===== src/ple_pkg.sv =====
package ple_pkg;

    localparam int CAPACITY = 32;
    localparam int ADDR_W   = $clog2(CAPACITY);
    localparam int CNT_W    = $clog2(CAPACITY + 1);
    localparam int DATA_W   = 32;
    localparam int BIT_W    = $clog2(DATA_W);
    localparam int KIND_W   = 3;
    localparam int POS_W    = 6;

    localparam logic [CNT_W-1:0] CAP_CNT = CNT_W'(CAPACITY);

    localparam logic [KIND_W-1:0] K_INSERT  = 3'd0;
    localparam logic [KIND_W-1:0] K_REMOVE  = 3'd1;
    localparam logic [KIND_W-1:0] K_DUMP    = 3'd2;
    localparam logic [KIND_W-1:0] K_MOVE    = 3'd3;
    localparam logic [KIND_W-1:0] K_REVERSE = 3'd4;
    localparam logic [KIND_W-1:0] K_ROTL    = 3'd5;
    localparam logic [KIND_W-1:0] K_ROTR    = 3'd6;

    localparam logic [1:0] PH_LAST   = 2'd0;
    localparam logic [1:0] PH_SECOND = 2'd1;
    localparam logic [1:0] PH_FIRST  = 2'd2;

    typedef enum logic [3:0] {
        ST_IDLE,
        ST_EXEC,
        ST_DUMP_RD,
        ST_DUMP_LD,
        ST_INS_CHK,
        ST_INS_WR,
        ST_REM_CHK,
        ST_REM_WR,
        ST_MV_RD,
        ST_MV_CAP,
        ST_MOD,
        ST_ROT_SET,
        ST_REV_CHK,
        ST_REV_R2,
        ST_REV_W1,
        ST_REV_W2
    } state_t;

endpackage


===== src/ple_ram.sv =====
module ple_ram #(
    parameter int WIDTH = 32,
    parameter int DEPTH = 32,
    localparam int AW = $clog2(DEPTH)
) (
    input  logic             aclk,
    input  logic             wr_en,
    input  logic [AW-1:0]    wr_addr,
    input  logic [WIDTH-1:0] wr_data,
    input  logic             rd_en,
    input  logic [AW-1:0]    rd_addr,
    output logic [WIDTH-1:0] rd_data
);

    logic [WIDTH-1:0] mem_reg [DEPTH];
    logic [WIDTH-1:0] rd_data_reg;

    always_ff @(posedge aclk) begin
        if (wr_en) begin
            mem_reg[wr_addr] <= wr_data;
        end
        if (rd_en) begin
            rd_data_reg <= mem_reg[rd_addr];
        end
    end

    assign rd_data = rd_data_reg;

endmodule


===== src/positional_list_engine.sv =====
// Positional list engine: holds an ordered list of up to 32 signed values in a single
// element RAM (one write and one registered read per cycle) and runs one command per
// transaction. Insert, remove and move shift entries one at a time, each with a read and
// then a write; move first removes and then inserts. Reverse swaps entry pairs with two
// reads and two writes per pair. Rotate first reduces the amount modulo the count with a
// bit-serial unit, then, unless the reduced amount is zero, performs three range reversals.
// A dump emits one result transaction per element, reading the next element only after the
// previous result has left the output register. Error and empty-dump commands produce a
// single result with the list untouched. A new command is taken only after the previous
// one finishes, while a pending result may still wait on the output register.
module positional_list_engine (
    input  logic                                 aclk,
    input  logic                                 aresetn,
    input  logic                                 s_valid,
    output logic                                 s_ready,
    input  logic [ple_pkg::KIND_W-1:0]           s_kind,
    input  logic signed [ple_pkg::DATA_W-1:0]    s_value,
    input  logic [ple_pkg::POS_W-1:0]            s_pos_a,
    input  logic [ple_pkg::POS_W-1:0]            s_pos_b,
    output logic                                 m_valid,
    input  logic                                 m_ready,
    output logic signed [ple_pkg::DATA_W-1:0]    m_item,
    output logic                                 m_last,
    output logic                                 m_empty_res,
    output logic                                 m_error
);

    localparam int AW = ple_pkg::ADDR_W;
    localparam int CW = ple_pkg::CNT_W;
    localparam int DW = ple_pkg::DATA_W;
    localparam int PW = ple_pkg::POS_W;
    localparam int BW = ple_pkg::BIT_W;

    ple_pkg::state_t state_reg, state_next;

    logic [ple_pkg::KIND_W-1:0] kind_reg;
    logic [DW-1:0]              val_reg, val_next;
    logic [PW-1:0]              pa_reg, pb_reg;
    logic [CW-1:0]              count_reg, count_next;
    logic [CW-1:0]              idx_reg, idx_next;
    logic [CW-1:0]              pos_reg, pos_next;
    logic [AW-1:0]              lo_reg, lo_next;
    logic [AW-1:0]              hi_reg, hi_next;
    logic [AW-1:0]              rot_reg, rot_next;
    logic [CW-1:0]              rem_reg, rem_next;
    logic [BW-1:0]              bit_reg, bit_next;
    logic [1:0]                 ph_reg, ph_next;
    logic [DW-1:0]              hold_reg, hold_next;

    logic          m_valid_reg, m_valid_next;
    logic [DW-1:0] m_item_reg, m_item_next;
    logic          m_last_reg, m_last_next;
    logic          m_empty_reg, m_empty_next;
    logic          m_error_reg, m_error_next;
    logic          out_load;
    logic          out_free;

    logic          ram_we;
    logic [AW-1:0] ram_waddr;
    logic [DW-1:0] ram_wdata;
    logic          ram_re;
    logic [AW-1:0] ram_raddr;
    logic [DW-1:0] ram_rdata;

    logic          s_fire;
    logic          exec_err;
    logic          exec_empty;
    logic          exec_nop;
    logic [CW-1:0] idx_inc;
    logic [CW-1:0] idx_dec;
    logic [CW-1:0] count_dec;
    logic [CW:0]   mod_shift;
    logic [CW:0]   mod_sub;
    logic [CW-1:0] mod_step;
    logic [CW-1:0] rot_amt;
    logic          rem_more;
    logic          ins_more;
    logic          dump_end;

    ple_ram #(
        .WIDTH(DW),
        .DEPTH(ple_pkg::CAPACITY)
    ) u_store (
        .aclk   (aclk),
        .wr_en  (ram_we),
        .wr_addr(ram_waddr),
        .wr_data(ram_wdata),
        .rd_en  (ram_re),
        .rd_addr(ram_raddr),
        .rd_data(ram_rdata)
    );

    assign s_ready  = (state_reg == ple_pkg::ST_IDLE);
    assign s_fire   = s_valid && s_ready;
    assign out_free = !m_valid_reg || m_ready;

    assign idx_inc   = idx_reg + 1'b1;
    assign idx_dec   = idx_reg - 1'b1;
    assign count_dec = count_reg - 1'b1;
    assign rem_more  = idx_inc < count_reg;
    assign ins_more  = idx_reg > pos_reg;
    assign dump_end  = idx_inc == count_reg;

    assign mod_shift = {rem_reg, val_reg[bit_reg]};
    assign mod_sub   = mod_shift - {1'b0, count_reg};
    assign mod_step  = (mod_shift >= {1'b0, count_reg}) ? mod_sub[CW-1:0] : mod_shift[CW-1:0];
    assign rot_amt   = (kind_reg == ple_pkg::K_ROTL) ? rem_reg : (count_reg - rem_reg);

    always_comb begin
        exec_err = 1'b0;
        exec_nop = 1'b0;
        unique case (kind_reg)
            ple_pkg::K_INSERT: begin
                exec_err = (count_reg >= ple_pkg::CAP_CNT) || (pa_reg > count_reg);
            end
            ple_pkg::K_REMOVE: begin
                exec_nop = (count_reg == '0);
                exec_err = !exec_nop && (pa_reg >= count_reg);
            end
            ple_pkg::K_DUMP: begin
                exec_err = 1'b0;
            end
            ple_pkg::K_MOVE: begin
                exec_nop = (count_reg == '0);
                exec_err = !exec_nop && ((pa_reg >= count_reg) || (pb_reg >= count_reg));
            end
            ple_pkg::K_REVERSE: begin
                exec_nop = (count_reg < CW'(2));
            end
            ple_pkg::K_ROTL, ple_pkg::K_ROTR: begin
                exec_nop = (count_reg == '0);
                exec_err = !exec_nop && val_reg[DW-1];
            end
            default: begin
                exec_err = 1'b1;
            end
        endcase
        exec_empty = (kind_reg == ple_pkg::K_DUMP) && (count_reg == '0);
    end

    always_comb begin
        state_next = state_reg;
        unique case (state_reg)
            ple_pkg::ST_IDLE: begin
                if (s_fire) begin
                    state_next = ple_pkg::ST_EXEC;
                end
            end
            ple_pkg::ST_EXEC: begin
                if (exec_err || exec_empty) begin
                    if (out_free) begin
                        state_next = ple_pkg::ST_IDLE;
                    end
                end else if (exec_nop) begin
                    state_next = ple_pkg::ST_IDLE;
                end else begin
                    unique case (kind_reg)
                        ple_pkg::K_INSERT:            state_next = ple_pkg::ST_INS_CHK;
                        ple_pkg::K_REMOVE:            state_next = ple_pkg::ST_REM_CHK;
                        ple_pkg::K_DUMP:              state_next = ple_pkg::ST_DUMP_RD;
                        ple_pkg::K_MOVE:              state_next = ple_pkg::ST_MV_RD;
                        ple_pkg::K_REVERSE:           state_next = ple_pkg::ST_REV_CHK;
                        ple_pkg::K_ROTL, ple_pkg::K_ROTR: state_next = ple_pkg::ST_MOD;
                        default:                      state_next = ple_pkg::ST_IDLE;
                    endcase
                end
            end
            ple_pkg::ST_DUMP_RD: begin
                if (!m_valid_reg) begin
                    state_next = ple_pkg::ST_DUMP_LD;
                end
            end
            ple_pkg::ST_DUMP_LD: begin
                state_next = dump_end ? ple_pkg::ST_IDLE : ple_pkg::ST_DUMP_RD;
            end
            ple_pkg::ST_INS_CHK: begin
                state_next = ins_more ? ple_pkg::ST_INS_WR : ple_pkg::ST_IDLE;
            end
            ple_pkg::ST_INS_WR: begin
                state_next = ple_pkg::ST_INS_CHK;
            end
            ple_pkg::ST_REM_CHK: begin
                if (rem_more) begin
                    state_next = ple_pkg::ST_REM_WR;
                end else if (kind_reg == ple_pkg::K_MOVE) begin
                    state_next = ple_pkg::ST_INS_CHK;
                end else begin
                    state_next = ple_pkg::ST_IDLE;
                end
            end
            ple_pkg::ST_REM_WR: begin
                state_next = ple_pkg::ST_REM_CHK;
            end
            ple_pkg::ST_MV_RD: begin
                state_next = ple_pkg::ST_MV_CAP;
            end
            ple_pkg::ST_MV_CAP: begin
                state_next = ple_pkg::ST_REM_CHK;
            end
            ple_pkg::ST_MOD: begin
                if (bit_reg == '0) begin
                    state_next = ple_pkg::ST_ROT_SET;
                end
            end
            ple_pkg::ST_ROT_SET: begin
                state_next = (rem_reg == '0) ? ple_pkg::ST_IDLE : ple_pkg::ST_REV_CHK;
            end
            ple_pkg::ST_REV_CHK: begin
                if (lo_reg < hi_reg) begin
                    state_next = ple_pkg::ST_REV_R2;
                end else if (ph_reg == ple_pkg::PH_LAST) begin
                    state_next = ple_pkg::ST_IDLE;
                end
            end
            ple_pkg::ST_REV_R2: begin
                state_next = ple_pkg::ST_REV_W1;
            end
            ple_pkg::ST_REV_W1: begin
                state_next = ple_pkg::ST_REV_W2;
            end
            ple_pkg::ST_REV_W2: begin
                state_next = ple_pkg::ST_REV_CHK;
            end
            default: begin
                state_next = ple_pkg::ST_IDLE;
            end
        endcase
    end

    always_comb begin
        val_next     = val_reg;
        count_next   = count_reg;
        idx_next     = idx_reg;
        pos_next     = pos_reg;
        lo_next      = lo_reg;
        hi_next      = hi_reg;
        rot_next     = rot_reg;
        rem_next     = rem_reg;
        bit_next     = bit_reg;
        ph_next      = ph_reg;
        hold_next    = hold_reg;
        ram_we       = 1'b0;
        ram_waddr    = idx_reg[AW-1:0];
        ram_wdata    = ram_rdata;
        ram_re       = 1'b0;
        ram_raddr    = idx_reg[AW-1:0];
        out_load     = 1'b0;
        m_item_next  = ram_rdata;
        m_last_next  = 1'b1;
        m_empty_next = 1'b0;
        m_error_next = 1'b0;
        unique case (state_reg)
            ple_pkg::ST_IDLE: begin
                if (s_fire) begin
                    val_next = s_value;
                end
            end
            ple_pkg::ST_EXEC: begin
                if (exec_err || exec_empty) begin
                    out_load     = out_free;
                    m_item_next  = exec_err ? '0 : '1;
                    m_empty_next = !exec_err;
                    m_error_next = exec_err;
                end else begin
                    lo_next  = '0;
                    hi_next  = count_dec[AW-1:0];
                    ph_next  = ple_pkg::PH_LAST;
                    rem_next = '0;
                    bit_next = BW'(DW - 2);
                    idx_next = (kind_reg == ple_pkg::K_INSERT) ? count_reg
                             : (kind_reg == ple_pkg::K_DUMP)   ? '0
                             : pa_reg[CW-1:0];
                    pos_next = pa_reg[CW-1:0];
                end
            end
            ple_pkg::ST_DUMP_RD: begin
                ram_re = !m_valid_reg;
            end
            ple_pkg::ST_DUMP_LD: begin
                out_load    = 1'b1;
                m_last_next = dump_end;
                idx_next    = idx_inc;
            end
            ple_pkg::ST_INS_CHK: begin
                if (ins_more) begin
                    ram_re    = 1'b1;
                    ram_raddr = idx_dec[AW-1:0];
                end else begin
                    ram_we     = 1'b1;
                    ram_waddr  = pos_reg[AW-1:0];
                    ram_wdata  = val_reg;
                    count_next = count_reg + 1'b1;
                end
            end
            ple_pkg::ST_INS_WR: begin
                ram_we   = 1'b1;
                idx_next = idx_dec;
            end
            ple_pkg::ST_REM_CHK: begin
                if (rem_more) begin
                    ram_re    = 1'b1;
                    ram_raddr = idx_inc[AW-1:0];
                end else begin
                    count_next = count_dec;
                    idx_next   = count_dec;
                    pos_next   = pb_reg[CW-1:0];
                end
            end
            ple_pkg::ST_REM_WR: begin
                ram_we   = 1'b1;
                idx_next = idx_inc;
            end
            ple_pkg::ST_MV_RD: begin
                ram_re = 1'b1;
            end
            ple_pkg::ST_MV_CAP: begin
                val_next = ram_rdata;
            end
            ple_pkg::ST_MOD: begin
                rem_next = mod_step;
                bit_next = bit_reg - 1'b1;
            end
            ple_pkg::ST_ROT_SET: begin
                rot_next = rot_amt[AW-1:0];
                lo_next  = '0;
                hi_next  = rot_amt[AW-1:0] - 1'b1;
                ph_next  = ple_pkg::PH_FIRST;
            end
            ple_pkg::ST_REV_CHK: begin
                if (lo_reg < hi_reg) begin
                    ram_re    = 1'b1;
                    ram_raddr = lo_reg;
                end else begin
                    unique case (ph_reg)
                        ple_pkg::PH_FIRST: begin
                            lo_next = rot_reg;
                            hi_next = count_dec[AW-1:0];
                            ph_next = ple_pkg::PH_SECOND;
                        end
                        ple_pkg::PH_SECOND: begin
                            lo_next = '0;
                            hi_next = count_dec[AW-1:0];
                            ph_next = ple_pkg::PH_LAST;
                        end
                        default: begin
                            ph_next = ple_pkg::PH_LAST;
                        end
                    endcase
                end
            end
            ple_pkg::ST_REV_R2: begin
                ram_re    = 1'b1;
                ram_raddr = hi_reg;
                hold_next = ram_rdata;
            end
            ple_pkg::ST_REV_W1: begin
                ram_we    = 1'b1;
                ram_waddr = lo_reg;
            end
            ple_pkg::ST_REV_W2: begin
                ram_we    = 1'b1;
                ram_waddr = hi_reg;
                ram_wdata = hold_reg;
                lo_next   = lo_reg + 1'b1;
                hi_next   = hi_reg - 1'b1;
            end
            default: begin
                ram_we = 1'b0;
            end
        endcase
    end

    assign m_valid_next = out_load ? 1'b1 : (m_ready ? 1'b0 : m_valid_reg);

    always_ff @(posedge aclk) begin
        if (!aresetn) begin
            state_reg   <= ple_pkg::ST_IDLE;
            count_reg   <= '0;
            m_valid_reg <= 1'b0;
        end else begin
            state_reg   <= state_next;
            count_reg   <= count_next;
            m_valid_reg <= m_valid_next;
        end
    end

    always_ff @(posedge aclk) begin
        if (s_fire) begin
            kind_reg <= s_kind;
            pa_reg   <= s_pos_a;
            pb_reg   <= s_pos_b;
        end
        val_reg  <= val_next;
        idx_reg  <= idx_next;
        pos_reg  <= pos_next;
        lo_reg   <= lo_next;
        hi_reg   <= hi_next;
        rot_reg  <= rot_next;
        rem_reg  <= rem_next;
        bit_reg  <= bit_next;
        ph_reg   <= ph_next;
        hold_reg <= hold_next;
        if (out_load) begin
            m_item_reg  <= m_item_next;
            m_last_reg  <= m_last_next;
            m_empty_reg <= m_empty_next;
            m_error_reg <= m_error_next;
        end
    end

    assign m_valid     = m_valid_reg;
    assign m_item      = m_item_reg;
    assign m_last      = m_last_reg;
    assign m_empty_res = m_empty_reg;
    assign m_error     = m_error_reg;

    a_count_bound: assert property (@(posedge aclk) disable iff (!aresetn)
        count_reg <= ple_pkg::CAP_CNT)
        else $error("Element count exceeds capacity.");

    a_out_no_overwrite: assert property (@(posedge aclk) disable iff (!aresetn)
        out_load |-> (!m_valid_reg || m_ready))
        else $error("Result register loaded while a transaction is pending.");

    a_accept_exec: assert property (@(posedge aclk) disable iff (!aresetn)
        s_fire |=> (state_reg == ple_pkg::ST_EXEC))
        else $error("Accepted command was not decoded.");

    a_swap_order: assert property (@(posedge aclk) disable iff (!aresetn)
        (state_reg == ple_pkg::ST_REV_W2) |-> (lo_reg < hi_reg))
        else $error("Swap issued with crossed bounds.");

endmodule

===== config.mk =====
export PLATFORM = sky130hd
export DESIGN_NAME = positional_list_engine
export DESIGN_NICKNAME = d
export VERILOG_FILES = /design/src/ple_pkg.sv /design/src/ple_ram.sv /design/src/positional_list_engine.sv
export SDC_FILE = /design/constraint.sdc
export NUM_CORES = 2
export LEC_CHECK = 0
export BUFFER_PORTS_ARGS = -buffer_cell sky130_fd_sc_hd__buf_2
export CORE_MARGIN = 1.5
export CORE_UTILIZATION = 35
export CTS_CLUSTER_DIAMETER = 100
export DETAILED_ROUTE_END_ITERATION = 8
export HOLD_SLACK_MARGIN = 0.15
export PLACE_DENSITY = 0.57
export REMOVE_ABC_BUFFERS = 1
export SYNTH_ARGS = -nofsm -noshare
export SYNTH_HDL_FRONTEND = slang
export SYNTH_SLANG_ARGS = --single-unit

===== constraint.sdc =====
create_clock -name aclk -period 6.3 [get_ports aclk]
set_input_delay 0.315 -clock aclk [delete_from_list [all_inputs] [get_ports aclk]]
set_output_delay 0.315 -clock aclk [all_outputs]
set_load 0.005 [all_outputs]

==> summary.md <==
| Metric | Value |
|---|---|
| TritonCTS Buffers | `133` |
| Sw Share | `28.1%` |
| Min-Delay Path Depth | `5` |
| Comb power frac | `15.7%` |
| Psw | `5.66 mW` |
| DIE AREA | `148,000 um^2` |
| Peak supply drop | `210 uV` |
| TritonCTS clock tree | `yes` |
| Diode count | `0` |
| Share of the synthesized area in the top cell type | `71.0%` |
| Final Hold Vio Count | `0` |
| Total number of vias | `33,050` |
| Highest cell delay on the worst timing path | `0.77 ns` |
| Total GRT Usage | `21.6%` |
| Clk slew on worst S/H paths | `0.06 ns` |
| Post-synth ARST share | `0%` |
| Most frequent CP cell | `ha_1` |
| Area contributors post-synth | `edfxtp_1, nand2_1, a211oi_1` |
| Post-synth EDFFs | `1,210` |
| Power per cell area | `340 nW/um^2` |
| Via density per instance | `5.74` |
| CTS root buffer | `clkbuf_16` |
| Area of placed instances | `54,600 um^2` |
| Port Buffers | `87` |
| Area delta synth->final | `15.7%` |
| Yosys reg bits | `1,221` |
| Cell Rows | `140` |
| Fin nets | `3,842` |
| Post-CTS setup-driven buffer insertion count | `0` |
| Max reg flops | `1,024` |
| Clk_lat worst skew | `0.78 ns` |
| Outcome | `complete, no violations` |
| HPWL after detailed placement | `92,600 um` |
| Rel. slew slack | `24.8%` |
| Layout cells sized above 1 | `13.3%` |
| Synth cell count leaders | `edfxtp_1, nand2_1, a211oi_1, a21oi_1, clkbuf_1` |
| RSZ-0062 raised after global routing | `no` |
| Max cap viols | `0` |
| CP max stage cell | `and2_4` |
| Worst-Margin Slew | `1.13 ns` |
| Post-Syn Area | `51,200 um^2` |
| Setup crit end kind | `register` |
| Congestion Overflow GR | `0` |
| Final WL | `162,000 um` |
| Gpl congestion | `0.855` |
| Fin crit share | `89.3%` |
| Finish-stage setup viols | `0` |
| Most used standard cell by instance count after synthesis | `edfxtp_1` |
| Worst endpoint required time | `6.78 ns` |
| Fin crit period | `5.63 ns` |
| Total power draw | `20.1 mW` |
| Post-CTS sizing | `0` |
| Cells along the critical path | `ha_1 -> nand3_1 -> xnor2_1 -> ha_1 -> a21o_1 -> a21oi_1 -> and2_1 -> a311oi_4 -> a31oi_4 -> and2_4 -> buf_4 -> mux2i_1 -> a211oi_1 -> nor4_1 -> o2111ai_1` |
| Htree depth | `4` |
| Post-synth cell types | `80` |
| FMAX | `0.178 GHz` |
| Largest net degree at the start of global routing | `130` |
| Static leakage | `20.0 nW` |
| Syn Area/Cell | `14.3 um^2` |
| Design internal power | `14.5 mW` |
| Kind of start point of the critical path | `register` |
| DRC violations left | `0` |
| Reg power frac | `47.3%` |
| Synth area leader | `edfxtp_1` |
| Cell area after layout | `59,200 um^2` |
| Initial DRC count | `3,750` |
| Cell depth of the worst flop-to-flop path | `15` |
| Bufs on Longest Clock Path | `3` |
| Initial antenna violation count | `4` |
| Ys flop type | `edfxtp_1` |
| Clock Skew | `0.0636 ns` |
| HP Class | `input port to register` |
| Die Ht | `385 um` |
| Syn. warnings | `0` |
| Fill cell count | `13,332` |
| Antenna viol nets, final | `0` |
| CP Class | `register to register` |
| WL/cell | `28.1 um` |
| Clk sinks | `1,221` |
| Clock power share | `36.9%` |
| Crit Path Max Fanout | `44` |
| Max-slew violation count | `0` |
| Die Wd | `385 um` |
| I/O pin count | `88` |
| Initial Util | `35.2%` |
| Initial DRT Pass Iterations | `5` |
| First-pass GRT wire length | `231,000 um` |
| Sequential-to-total area share from yosys stat | `71.5%` |
| Vias in the first global route | `31,881` |
| Core box area | `145,000 um^2` |
| WP data arrival | `6.11 ns` |
| Syn Inst Count | `3,576` |
-- layer usage --
layer / global-route usage, % / wire length (um) / vias to the layer above
li1: - / - / 14274
met1: 31.0 / 70600 / 16923
met2: 32.6 / 72300 / 1573
met3: 3.94 / 13600 / 280
met4: 7.81 / 5550 / 0
met5: 0 / 0 / -
-- through the flow --
step                      hold WS (ns)  TNS [ns]  instances  setup slack (ns)  utilization [%]
after detailed placement         0.494         0       5474             0.790             37.5
after floorplan                  0.414   -229.85       3331             -7.48                -
after CTS                        0.202         0       5762             0.760             40.7
after global routing             0.272         0       5762             0.410             40.7
final                            0.265         0       5762             0.672             40.7
after global placement           0.496         0       5474             0.907             37.5
-- power groups by stage --
stage	sequential [mW]	combinational (mW)	clock, mW
after floorplan	9.59	2.13	0
after global placement	9.69	3.08	0
after detailed placement	9.69	3.10	0
after CTS	9.52	3.14	7.53
after global routing	9.53	3.41	7.83
final	9.52	3.17	7.43
-- layout by cell type, fill, tap and decap left out, types with 37 or more instances in the layout --
cell           synthesis  layout
nand3_1               89      87
a211oi_1             196     196
clkinv_1               2      37
edfxtp_1            1210    1210
clkbuf_16              0     133
inv_1                 42      41
buf_4                 17     112
nor2_1               158     120
dlygate4sd3_1          0      49
ha_1                  48      48
a311oi_1              64      64
mux2i_1              139     139
nand2_1              492     491
a21o_1                42      42
and3_1               131     131
buf_2                 40      87
a21oi_1              181     181
a22oi_1               64      64
nor2_4                 1      39
-- cells by family (layout without fill, tap and decap cells) --
logic type | Yosys count | after routing | share of synthesized area, %
compound gates | 804 | 804 | 11.4
xor+xnor | 35 | 35 | 0.599
fa+ha+maj | 50 | 50 | 1.25
buf+inv | 289 | 558 | 2.59
flops | 1221 | 1221 | 71.5
mux | 183 | 183 | 3.91
simple gates | 994 | 994 | 8.80
-- repair_timing --
item                       CTS  global route
hold buffers                49             0
hold endpoints to repair    58             0
setup endpoints to repair    0             0
-- cell type report --
type | instances | area (um^2) | area share, %
clock buffers | 164 | 3440 | 5.82
clock inverters | 75 | 671 | 1.13
inverters | 44 | 165 | 0.279
multi-input cells | 2066 | 13600 | 23.0
flip-flops and latches | 1221 | 36600 | 61.8
well taps | 1917 | 2400 | 4.05
repair buffers | 275 | 2310 | 3.90
-- worst max-delay path: cells and delay by family, from the launching register on --
| kind | cells | cell delay [ns] |
|---|---|---|
| AO/OA/AOI/OAI | 6 | 1.25 |
| buffers and inverters | 1 | 0.54 |
| XOR/XNOR | 1 | 0.28 |
| AND/OR/NAND/NOR | 4 | 1.70 |
| multiplexers | 1 | 0.24 |
| adder cells (fa/ha/maj) | 2 | 0.62 |
| flip-flops | 1 | 0.66 |
-- final timing paths --
check / start / end / slack (ns)
hold reg to reg: pb_reg[0] / pos_reg[0] / 0.57
setup reg to reg: idx_reg[0] / u_store.rd_data[20] / 0.67
setup / recovery: idx_reg[0] / u_store.rd_data[20] / 0.67
hold / removal: s_valid / state_reg[0] / 0.27
(Power assumes the default switching activity.)
